`config.mk`:
```
export PLATFORM = sky130hd
export DESIGN_NAME = sparse_polynomial_multiplier
export DESIGN_NICKNAME = d
export VERILOG_FILES = /design/src/sv/spm_pkg.sv /design/src/sv/sparse_polynomial_multiplier.sv /design/src/sv/spm_ram.sv
export SDC_FILE = /design/constraint.sdc
export NUM_CORES = 2
export LEC_CHECK = 0
export BUFFER_PORTS_ARGS = -buffer_cell sky130_fd_sc_hd__buf_2
export CAP_MARGIN = 20
export CORE_MARGIN = 2
export CORE_UTILIZATION = 45
export CTS_CLUSTER_SIZE = 10
export DETAILED_ROUTE_END_ITERATION = 10
export PLACE_DENSITY = 0.6
export SLEW_MARGIN = 40
export SYNTH_ARGS = -nofsm -noshare
export SYNTH_HDL_FRONTEND = slang
export SYNTH_HIERARCHICAL = 1
export SYNTH_SLANG_ARGS = --single-unit
```
`constraint.sdc`:
```
create_clock -name clk -period 11.4 [get_ports clk]
set_clock_uncertainty 0.05 [all_clocks]
set_input_delay 0.57 -clock clk [delete_from_list [all_inputs] [get_ports clk]]
set_output_delay 0.57 -clock clk [all_outputs]
set_load 0.005 [all_outputs]
```
`src/sv/spm_pkg.sv`:
```
package spm_pkg;

    localparam int COEF_W  = 16;
    localparam int EXP_W   = 15;
    localparam int PCOEF_W = 38;
    localparam int PEXP_W  = 16;
    localparam int PROD_W  = 2 * COEF_W;
    localparam int ENTRY_W = PCOEF_W + PEXP_W;

    typedef enum logic [2:0] {
        ST_IDLE,
        ST_MUL,
        ST_ACC_RD,
        ST_ACC_CHK,
        ST_EM_RD,
        ST_EM_CHK,
        ST_EM_OUT
    } state_t;

endpackage

```
`src/sv/sparse_polynomial_multiplier.sv`:
```
// Multiplies two sparse polynomials loaded as term lists (operation 0 for the first list,
// operation 1 for the second, last closes a list; at most MAX_TERMS terms kept per list).
// Terms are loaded at one per cycle. After the closing term of the second list, in_stall
// stays high until the whole product has been delivered. Each of the first_count x
// second_count term products is merged into a product memory of PRODUCT_DEPTH entries by a
// linear search of the distinct exponents held so far in the single-port-read memory. Each
// result term then costs one full sort scan of that memory, and terms come out in strictly
// descending exponent order with final_term on the last one.
module sparse_polynomial_multiplier #(
    parameter int MAX_TERMS     = 8,
    parameter int PRODUCT_DEPTH = 64
) (
    input  logic                                   clk,
    input  logic                                   rst_n,
    input  logic                                   in_valid,
    output logic                                   in_stall,
    input  logic                                   operation,
    input  logic signed [spm_pkg::COEF_W-1:0]      coefficient,
    input  logic [spm_pkg::EXP_W-1:0]              exponent,
    input  logic                                   last,
    output logic                                   out_valid,
    input  logic                                   out_stall,
    output logic signed [spm_pkg::PCOEF_W-1:0]     product_coefficient,
    output logic [spm_pkg::PEXP_W-1:0]             product_exponent,
    output logic                                   final_term
);

    import spm_pkg::*;

    localparam int IW = (MAX_TERMS > 1) ? $clog2(MAX_TERMS) : 1;
    localparam int CW = $clog2(MAX_TERMS + 1);
    localparam int AW = (PRODUCT_DEPTH > 1) ? $clog2(PRODUCT_DEPTH) : 1;
    localparam int DW = $clog2(PRODUCT_DEPTH + 1);

    logic signed [COEF_W-1:0] first_coef_reg  [MAX_TERMS];
    logic [EXP_W-1:0]         first_exp_reg   [MAX_TERMS];
    logic signed [COEF_W-1:0] second_coef_reg [MAX_TERMS];
    logic [EXP_W-1:0]         second_exp_reg  [MAX_TERMS];

    state_t                   state_reg, state_next;
    logic [CW-1:0]            first_cnt_reg, first_cnt_next;
    logic [CW-1:0]            second_cnt_reg, second_cnt_next;
    logic                     first_done_reg, first_done_next;
    logic [IW-1:0]            i_reg, i_next;
    logic [IW-1:0]            j_reg, j_next;
    logic [DW-1:0]            k_reg, k_next;
    logic [DW-1:0]            dist_reg, dist_next;
    logic [DW-1:0]            emit_cnt_reg, emit_cnt_next;
    logic signed [PROD_W-1:0] prod_reg, prod_next;
    logic [PEXP_W-1:0]        pexp_reg, pexp_next;
    logic [PEXP_W-1:0]        lim_reg, lim_next;
    logic                     lim_valid_reg, lim_valid_next;
    logic signed [PCOEF_W-1:0] best_coef_reg, best_coef_next;
    logic [PEXP_W-1:0]        best_exp_reg, best_exp_next;
    logic                     best_valid_reg, best_valid_next;

    logic                     wr_first, wr_second;
    logic                     ram_we;
    logic [AW-1:0]            ram_waddr, ram_raddr;
    logic [ENTRY_W-1:0]       ram_wdata, ram_rdata;
    logic signed [PCOEF_W-1:0] rd_coef;
    logic [PEXP_W-1:0]        rd_exp;
    logic                     pair_end;

    spm_ram #(
        .WIDTH (ENTRY_W),
        .DEPTH (PRODUCT_DEPTH)
    ) u_sum_ram (
        .clk   (clk),
        .we    (ram_we),
        .waddr (ram_waddr),
        .wdata (ram_wdata),
        .raddr (ram_raddr),
        .rdata (ram_rdata)
    );

    assign rd_coef = $signed(ram_rdata[ENTRY_W-1:PEXP_W]);
    assign rd_exp  = ram_rdata[PEXP_W-1:0];

    assign in_stall            = (state_reg != ST_IDLE);
    assign out_valid           = (state_reg == ST_EM_OUT);
    assign product_coefficient = best_coef_reg;
    assign product_exponent    = best_exp_reg;
    assign final_term          = ((emit_cnt_reg + DW'(1)) == dist_reg);

    always_comb
    begin
        state_next      = state_reg;
        first_cnt_next  = first_cnt_reg;
        second_cnt_next = second_cnt_reg;
        first_done_next = first_done_reg;
        i_next          = i_reg;
        j_next          = j_reg;
        k_next          = k_reg;
        dist_next       = dist_reg;
        emit_cnt_next   = emit_cnt_reg;
        prod_next       = prod_reg;
        pexp_next       = pexp_reg;
        lim_next        = lim_reg;
        lim_valid_next  = lim_valid_reg;
        best_coef_next  = best_coef_reg;
        best_exp_next   = best_exp_reg;
        best_valid_next = best_valid_reg;
        wr_first        = 1'b0;
        wr_second       = 1'b0;
        ram_we          = 1'b0;
        ram_waddr       = k_reg[AW-1:0];
        ram_wdata       = {PCOEF_W'(prod_reg), pexp_reg};
        ram_raddr       = k_reg[AW-1:0];
        pair_end        = 1'b0;

        unique case (state_reg)
            ST_IDLE:
            begin
                if (in_valid)
                begin
                    if (!operation && !first_done_reg)
                    begin
                        if (first_cnt_reg < CW'(MAX_TERMS))
                        begin
                            wr_first       = 1'b1;
                            first_cnt_next = first_cnt_reg + CW'(1);
                        end
                        if (last)
                        begin
                            first_done_next = 1'b1;
                        end
                    end
                    else if (operation && first_done_reg)
                    begin
                        if (second_cnt_reg < CW'(MAX_TERMS))
                        begin
                            wr_second       = 1'b1;
                            second_cnt_next = second_cnt_reg + CW'(1);
                        end
                        if (last)
                        begin
                            i_next     = '0;
                            j_next     = '0;
                            dist_next  = '0;
                            state_next = ST_MUL;
                        end
                    end
                end
            end
            ST_MUL:
            begin
                prod_next  = first_coef_reg[i_reg] * second_coef_reg[j_reg];
                pexp_next  = PEXP_W'(first_exp_reg[i_reg]) + PEXP_W'(second_exp_reg[j_reg]);
                k_next     = '0;
                state_next = ST_ACC_RD;
            end
            ST_ACC_RD:
            begin
                if (k_reg == dist_reg)
                begin
                    if (dist_reg < DW'(PRODUCT_DEPTH))
                    begin
                        ram_we    = 1'b1;
                        dist_next = dist_reg + DW'(1);
                    end
                    pair_end = 1'b1;
                end
                else
                begin
                    state_next = ST_ACC_CHK;
                end
            end
            ST_ACC_CHK:
            begin
                if (rd_exp == pexp_reg)
                begin
                    ram_we    = 1'b1;
                    ram_wdata = {rd_coef + PCOEF_W'(prod_reg), pexp_reg};
                    pair_end  = 1'b1;
                end
                else
                begin
                    k_next     = k_reg + DW'(1);
                    state_next = ST_ACC_RD;
                end
            end
            ST_EM_RD:
            begin
                if (k_reg == dist_reg)
                begin
                    if (best_valid_reg)
                    begin
                        state_next = ST_EM_OUT;
                    end
                    else
                    begin
                        first_cnt_next  = '0;
                        second_cnt_next = '0;
                        first_done_next = 1'b0;
                        state_next      = ST_IDLE;
                    end
                end
                else
                begin
                    state_next = ST_EM_CHK;
                end
            end
            ST_EM_CHK:
            begin
                if ((!lim_valid_reg || rd_exp < lim_reg)
                    && (!best_valid_reg || rd_exp > best_exp_reg))
                begin
                    best_coef_next  = rd_coef;
                    best_exp_next   = rd_exp;
                    best_valid_next = 1'b1;
                end
                k_next     = k_reg + DW'(1);
                state_next = ST_EM_RD;
            end
            ST_EM_OUT:
            begin
                if (!out_stall)
                begin
                    if (final_term)
                    begin
                        first_cnt_next  = '0;
                        second_cnt_next = '0;
                        first_done_next = 1'b0;
                        state_next      = ST_IDLE;
                    end
                    else
                    begin
                        lim_next        = best_exp_reg;
                        lim_valid_next  = 1'b1;
                        best_valid_next = 1'b0;
                        k_next          = '0;
                        emit_cnt_next   = emit_cnt_reg + DW'(1);
                        state_next      = ST_EM_RD;
                    end
                end
            end
            default:
            begin
                state_next = ST_IDLE;
            end
        endcase

        // advance to the next term pair or start emission
        if (pair_end)
        begin
            if (CW'(j_reg) == second_cnt_reg - CW'(1))
            begin
                j_next = '0;
                if (CW'(i_reg) == first_cnt_reg - CW'(1))
                begin
                    k_next          = '0;
                    emit_cnt_next   = '0;
                    lim_valid_next  = 1'b0;
                    best_valid_next = 1'b0;
                    state_next      = ST_EM_RD;
                end
                else
                begin
                    i_next     = i_reg + IW'(1);
                    state_next = ST_MUL;
                end
            end
            else
            begin
                j_next     = j_reg + IW'(1);
                state_next = ST_MUL;
            end
        end
    end

    always_ff @(posedge clk or negedge rst_n)
    begin
        if (!rst_n)
        begin
            state_reg      <= ST_IDLE;
            first_cnt_reg  <= '0;
            second_cnt_reg <= '0;
            first_done_reg <= 1'b0;
            dist_reg       <= '0;
            emit_cnt_reg   <= '0;
            lim_valid_reg  <= 1'b0;
            best_valid_reg <= 1'b0;
            i_reg          <= '0;
            j_reg          <= '0;
            k_reg          <= '0;
        end
        else
        begin
            state_reg      <= state_next;
            first_cnt_reg  <= first_cnt_next;
            second_cnt_reg <= second_cnt_next;
            first_done_reg <= first_done_next;
            dist_reg       <= dist_next;
            emit_cnt_reg   <= emit_cnt_next;
            lim_valid_reg  <= lim_valid_next;
            best_valid_reg <= best_valid_next;
            i_reg          <= i_next;
            j_reg          <= j_next;
            k_reg          <= k_next;
        end
    end

    always_ff @(posedge clk)
    begin
        prod_reg      <= prod_next;
        pexp_reg      <= pexp_next;
        lim_reg       <= lim_next;
        best_coef_reg <= best_coef_next;
        best_exp_reg  <= best_exp_next;
        if (wr_first)
        begin
            first_coef_reg[first_cnt_reg[IW-1:0]] <= coefficient;
            first_exp_reg[first_cnt_reg[IW-1:0]]  <= exponent;
        end
        if (wr_second)
        begin
            second_coef_reg[second_cnt_reg[IW-1:0]] <= coefficient;
            second_exp_reg[second_cnt_reg[IW-1:0]]  <= exponent;
        end
    end

endmodule

```
`src/sv/spm_ram.sv`:
```
module spm_ram #(
    parameter int WIDTH = 8,
    parameter int DEPTH = 16
) (
    input  logic                                   clk,
    input  logic                                   we,
    input  logic [(DEPTH > 1 ? $clog2(DEPTH) : 1)-1:0] waddr,
    input  logic [WIDTH-1:0]                       wdata,
    input  logic [(DEPTH > 1 ? $clog2(DEPTH) : 1)-1:0] raddr,
    output logic [WIDTH-1:0]                       rdata
);

    logic [WIDTH-1:0] ram_reg [DEPTH];
    logic [WIDTH-1:0] rdata_reg;

    always_ff @(posedge clk)
    begin
        if (we)
        begin
            ram_reg[waddr] <= wdata;
        end
        rdata_reg <= ram_reg[raddr];
    end

    assign rdata = rdata_reg;

endmodule

```
Word-level counts from Yosys, hierarchy flattened:

Memories as Yosys holds them, arrays and structs flattened. A register that Yosys moved wholly into a read port is not among the register bits.
Cells that the tools add are included.

* register bits: 159
* bits in latches: 0
* RAM bits: 3952
* bits in read-only memories: 0
* bits of input ports: 37
* output and inout port bits: 57
* word-level logic and storage cells: 203
* memories: 5

* add/sub/neg operators: 11
* multiply operators: 1
* div/mod/pow operators: 0
* magnitude comparators: 5
* equal/unequal tests: 32
* shift operators: 0
* muxes and demuxes: 106
* bitwise logic cells: 2
* reduce and logical (&&, ||, !) cells: 25

Memory list
* u_sum_ram.ram_reg: words 64, width 54, rd ports 1, clocked after memory_dff 1, wr ports 1, RTL line spm_ram.sv:13 `logic [WIDTH-1:0] ram_reg [DEPTH];`
* first_coef_reg: words 8, width 16, rd ports 1, clocked after memory_dff 0, wr ports 1, RTL line sparse_polynomial_multiplier.sv:35 `logic signed [COEF_W-1:0] first_coef_reg [MAX_TERMS];`
* second_coef_reg: words 8, width 16, rd ports 1, clocked after memory_dff 0, wr ports 1, RTL line sparse_polynomial_multiplier.sv:37 `logic signed [COEF_W-1:0] second_coef_reg [MAX_TERMS];`
* first_exp_reg: words 8, width 15, rd ports 1, clocked after memory_dff 0, wr ports 1, RTL line sparse_polynomial_multiplier.sv:36 `logic [EXP_W-1:0] first_exp_reg [MAX_TERMS];`
* second_exp_reg: words 8, width 15, rd ports 1, clocked after memory_dff 0, wr ports 1, RTL line sparse_polynomial_multiplier.sv:38 `logic [EXP_W-1:0] second_exp_reg [MAX_TERMS];`

Operators with widths (count)
* 7-bit two-way mux: 18
* 54-bit two-way mux: 2
* 3-bit two-way mux: 28
* 4-bit two-way mux: 11
* 38-bit by 32-bit adder with 38-bit output: 1
* 1-bit two-way mux: 38
* 16-bit by 16-bit multiplier with 32-bit output: 1
* 7-bit one-hot mux with 4 select lines: 1
* 2-bit inequality test, second input constant: 13
* 4-bit one-hot mux with 3 select lines: 2
* 7-bit by 1-bit adder with 7-bit output, second input constant: 3
* 3-bit one-hot mux with 7 select lines: 1
* 3-bit inequality test, second input constant: 6
* 15-bit by 15-bit adder with 16-bit output: 1
* 16-bit == test: 1
* 16-bit greater-than comparator: 1
* 16-bit less-than comparator: 1
* 8-bit AND reduction: 2
* 7-bit == test: 2
* 7-bit one-hot mux with 2 select lines: 1
* 7-bit AND reduction: 2
* 2-bit nonzero test: 5
* 3-bit == test, second input constant: 3
* 9-bit AND reduction: 1
* other kinds (21): 37

Logic depth before layout (Yosys ltp):

* depth after elaboration: 8
* gate-level depth with buffers: 29
* mapped depth without buffers: 26

Modules after synthesis:

The synthesis kept the hierarchy.

Modules (own cells, without submodules)
* spm_ram: times used 1, cells each 5494, area each 132146.7 µm², seq. area each 104860.6 µm²
* sparse_polynomial_multiplier: times used 1, cells each 2771, area each 38107.8 µm², seq. area each 19463.7 µm²

Worst setup path before layout:

OpenSTA, ideal clock, no wires.

* path type: flip-flop to flip-flop
* from: register i_reg[0]
* to: register prod_reg[28] (data pin)
* setup time: 0.258 ns
* arrival: 7.568 ns
* data required time: 11.092 ns
* setup slack: 3.525 ns
* cell stages (with the launch flop): 25
* path buffers: 2
* period minus slack after synthesis: 7.875 ns
* cell sequence: dfrtp_1 > buf_1 > buf_2 > mux4_2 > mux2i_1 > nor2_1 > fa_1 > inv_1 > fa_1 > fa_1 > fa_1 > inv_1 > fa_1 > fa_1 > ha_1 > a21o_1 > a21oi_1 > nor2b_1 > a31o_1 > a41o_1 > a31o_1 > a2111o_1 > a31o_2 > a21boi_2 > xnor2_1

* word-level cells in the longest chain between the ends: 2

Ends and longest elaborated chain
* from (decl): RTL line sparse_polynomial_multiplier.sv:44 `logic [IW-1:0] i_reg, i_next;`
* from (signal assigned): RTL line sparse_polynomial_multiplier.sv:298 `i_reg <= i_next;`
* memory 8 x 16 bit
* 16-bit by 16-bit multiplier with 32-bit output: RTL line sparse_polynomial_multiplier.sv:148 `prod_next = first_coef_reg[i_reg] * second_coef_reg[j_reg];`
* to (signal assigned): RTL line sparse_polynomial_multiplier.sv:306 `prod_reg <= prod_next;`
* to (decl): RTL line sparse_polynomial_multiplier.sv:49 `logic signed [PROD_W-1:0] prod_reg, prod_next;`

Every way passes these cells.
A chain may end at the register's enable or synchronous reset.

Worst setup path after layout:

* from: register j_reg[0]
* to: register prod_reg[28] (data pin)

* word-level cells in the longest chain between the ends: 2

Ends and longest elaborated chain
* from (decl): RTL line sparse_polynomial_multiplier.sv:45 `logic [IW-1:0] j_reg, j_next;`
* from (signal assigned): RTL line sparse_polynomial_multiplier.sv:299 `j_reg <= j_next;`
* memory 8 x 16 bit
* 16-bit by 16-bit multiplier with 32-bit output: RTL line sparse_polynomial_multiplier.sv:148

Every way passes these cells.

==> metrics.log <==
[metrics] Cell Count, Final, Fillers Out: 14100
[metrics] register area share after synthesis: 0.7302
[metrics] worst slew margin relative to its limit: 0.3872
[metrics] max-cap violation count: 0
[metrics] number of distinct library cells after synthesis: 80
[metrics] post-synth design cell area: approximately 170000 um^2
[metrics] Fmax achieved: ~120 MHz
[metrics] DRC errors left: 0
[metrics] number of optimization iterations in the first detailed-route pass: 5
[metrics] aggregate global-route resource usage: 0.2501
[metrics] hold violation total from the final report: 0
[metrics] root buffer selected by CTS: clkbuf_16
[metrics] Avg Synthesized Cell Area: about 21 um^2
[metrics] post-route ant nets: 0
[metrics] clock sinks: between 4000 and 5000
[metrics] area leader, netlist: edfxtp_1
[metrics] Cell Count Post-Placement: 13280
[metrics] top flip-flop cell by instance count after synthesis: edfxtp_1
[metrics] maximum number of pins on one net before global-route repair: 87
[metrics] Cell Area, Placed: 179200 um^2
[metrics] number of flops mapped to enable cells by yosys: a little over 4000
[metrics] layout cells sized above 1: 0.2507
[metrics] DPL Wire Length: around 270000 um
[metrics] main area contributors after synthesis: edfxtp_1, mux4_2, fa_1, ha_1, nor2_1
[metrics] startpoint kind of the worst setup timing path: flop
[metrics] via count: roughly 87000
[metrics] die extent in y: between 600 and 700 um
[metrics] Initial Utilization: 0.4527
[metrics] worst path arrival time: 9.22 ns
[metrics] horizontal die dimension: 619.1 um
[metrics] share of the cycle needed by the critical path after routing: 0.7520
[metrics] # port buffers: 93
[metrics] buffers from clock root to sink, at most: 4
[metrics] highest fanout seen on the critical path: 29
[metrics] proportion of netlist area held by the largest area contributor: 0.7178
[metrics] total number of H-tree levels: 5
[metrics] layout-stage area growth over the synthesis result: 13.36%
[metrics] wire length of the first global-routing pass: a little under 700000 um
[metrics] data required time at the worst endpoint: 12.05 ns
[metrics] number of antenna violations at the first check in global routing: 24
[metrics] Post-Synthesis Net Count: ~8700
[metrics] Final Net Count: 9272
[metrics] number of synthesized register bits: about 4200
[metrics] GRT Residual Overflow: 0
[metrics] vias in the first global route: 88530
[metrics] core area: 376100 um^2
[metrics] DR vias/cell: between 6 and 7
[metrics] number of placement rows: approximately 230
[metrics] outcome: completed
[metrics] post-detailed-route wirelength per cell: 34.13 um
[metrics] setup_tns: 0 ns
[metrics] Setup crit end kind: flop
[metrics] Final Critical Period: between 8 and 9 ns
[metrics] share of the core filled with cells in the final layout: 0.5131
[metrics] CTS tree: yes
[metrics] Tightest Hold Check Type: in -> reg
[metrics] final std cell area, no fill: around 190000 um^2
[metrics] clk_lat worst skew: 1.00 ns
[metrics] initial drt markers: ~11000
[metrics] Routability Congestion: ~0.84
[metrics] area of the die: 383300 um^2
[metrics] number of clock buffers inserted by TritonCTS: 461
[metrics] final wirelength: ~480000 um
[metrics] warnings from Yosys: 6
[metrics] Critical Setup Path Class: reg -> reg
[metrics] final number of setup-violating endpoints: 0
[metrics] worst-margin pin slew: 0.9191 ns
[metrics] flip-flop count of the largest register after layout: 3456
[metrics] clock slew at reported path FFs: approximately 0.05 ns
[metrics] most used standard cells in the synthesized netlist: edfxtp_1, mux4_2, nor2_1, inv_1, fa_1
[metrics] count of final max-slew check failures: 0
[metrics] unrepaired setup endpoints after global routing: no
[metrics] async set-reset flop share out of synthesis: 0.009844
[metrics] I/O pin count: 94
[metrics] most frequent cell after synthesis: edfxtp_1
[metrics] count of mapped cells out of synthesis: 8265
cell usage in the layout (no fill, tap or decap), drive strengths merged, types with 19 or more instances in the layout:
| cell | synthesis | layout |
|---|---|---|
| a21o | 39 | 39 |
| a21oi | 138 | 138 |
| a31oi | 33 | 33 |
| buf | 212 | 416 |
| clkbuf | 172 | 732 |
| clkinv | 0 | 19 |
| dfrtp | 41 | 41 |
| dfxtp | 54 | 54 |
| dlygate4sd3 | 0 | 37 |
| edfxtp | 4070 | 4070 |
| fa | 264 | 264 |
| ha | 174 | 174 |
| inv | 361 | 369 |
| mux2 | 100 | 100 |
| mux2i | 82 | 82 |
| mux4 | 1060 | 1060 |
| nand2 | 228 | 228 |
| nand2b | 47 | 47 |
| nand3 | 35 | 35 |
| nand4 | 21 | 21 |
| nor2 | 393 | 393 |
| nor2b | 25 | 25 |
| nor3 | 46 | 46 |
| o21ai | 121 | 121 |
| o221ai | 53 | 53 |
| o22ai | 170 | 170 |
| or2 | 22 | 22 |
| xnor2 | 78 | 78 |
| xor2 | 44 | 44 |
per-layer routing:
metal	share of wire	track usage	wire [um]	vias up
li1	-	-	-	34590
met1	0.41	0.3565	195100	47660
met2	0.48	0.3990	229300	4285
met3	0.087	0.04027	41820	736
met4	0.031	0.07601	15060	0
met5	0	0.0003788	0	-
worst paths after layout:
path                                     start                endpoint  slack [ns]  cells past startpoint
hold / removal                            last             dist_reg[2]        0.09                      3
setup / recovery                      j_reg[0]            prod_reg[28]        2.83                     25
min in group asynchronous                rst_n                i_reg[2]        0.25                      3
hold reg to reg            u_sum_ram/rdata[19]  product_coefficient[3]        0.43                      0
max in group asynchronous                rst_n                k_reg[4]       10.54                      3
setup reg to reg                      j_reg[0]            prod_reg[28]        2.83                     25
stage by stage:
stage | hold WS [ns] | setup WS, ns
final | 0.09331 | 2.827
after global routing | 0.05234 | 2.340
after CTS | 0.01649 | 2.601
after detailed placement | 0.4105 | 2.640
after global placement | 0.4010 | 2.607
after floorplan | 0.2244 | 3.525
worst max-delay path, stage by stage, from the launching register on:
cell      delay (ns)
dfrtp_4         0.64
buf_12          0.27
buf_4           0.54
mux4_2          0.58
mux2i_1         0.14
buf_4           0.26
nor2_1          0.09
fa_1            0.51
inv_1           0.06
fa_1            0.56
fa_1            0.46
fa_1            0.55
inv_1           0.05
fa_1            0.49
fa_1            0.42
ha_1            0.37
a21o_1          0.22
a21oi_1         0.17
nor2b_1         0.08
a31o_1          0.18
a41o_1          0.24
a31o_1          0.32
a2111o_1        0.49
a31o_2          0.28
a21boi_2        0.16
xnor2_1         0.07
repair_timing:
action	CTS	global route
resized for setup	0	0
hold buffers	37	0
hold endpoints to repair	543	0
buffers inserted	0	0
logic make-up (layout without fill, tap and decap cells):
group                      Yosys count  in the layout  share of synthesized area
AOI/OAI and AO/OA                  665            665                    0.02528
muxes                             1242           1242                     0.1517
xor gates and xnor gates           122            122                   0.006276
DFF                               4165           4165                     0.7302
and+or+nand+nor                    888            888                    0.02338
adders and majority gates          438            438                    0.04383
other                                0             14                          0
buffers and inverters              745           1573                    0.01935
cell type report:
class | instances | area, um^2
Multi-Input combinational cell | 3355 | 43760
Inverter | 361 | 1358
Sequential cell | 4165 | 124400
Timing Repair Buffer | 453 | 4020
Antenna cell | 14 | 35.03
Tap cell | 4994 | 6248
Clock inverter | 27 | 402.9
Clock buffer | 732 | 12810
Fill cell | 29690 | 183100
Power is not shown: default switching activity piles up to over one toggle a cycle in this logic, so the estimate is an artifact.
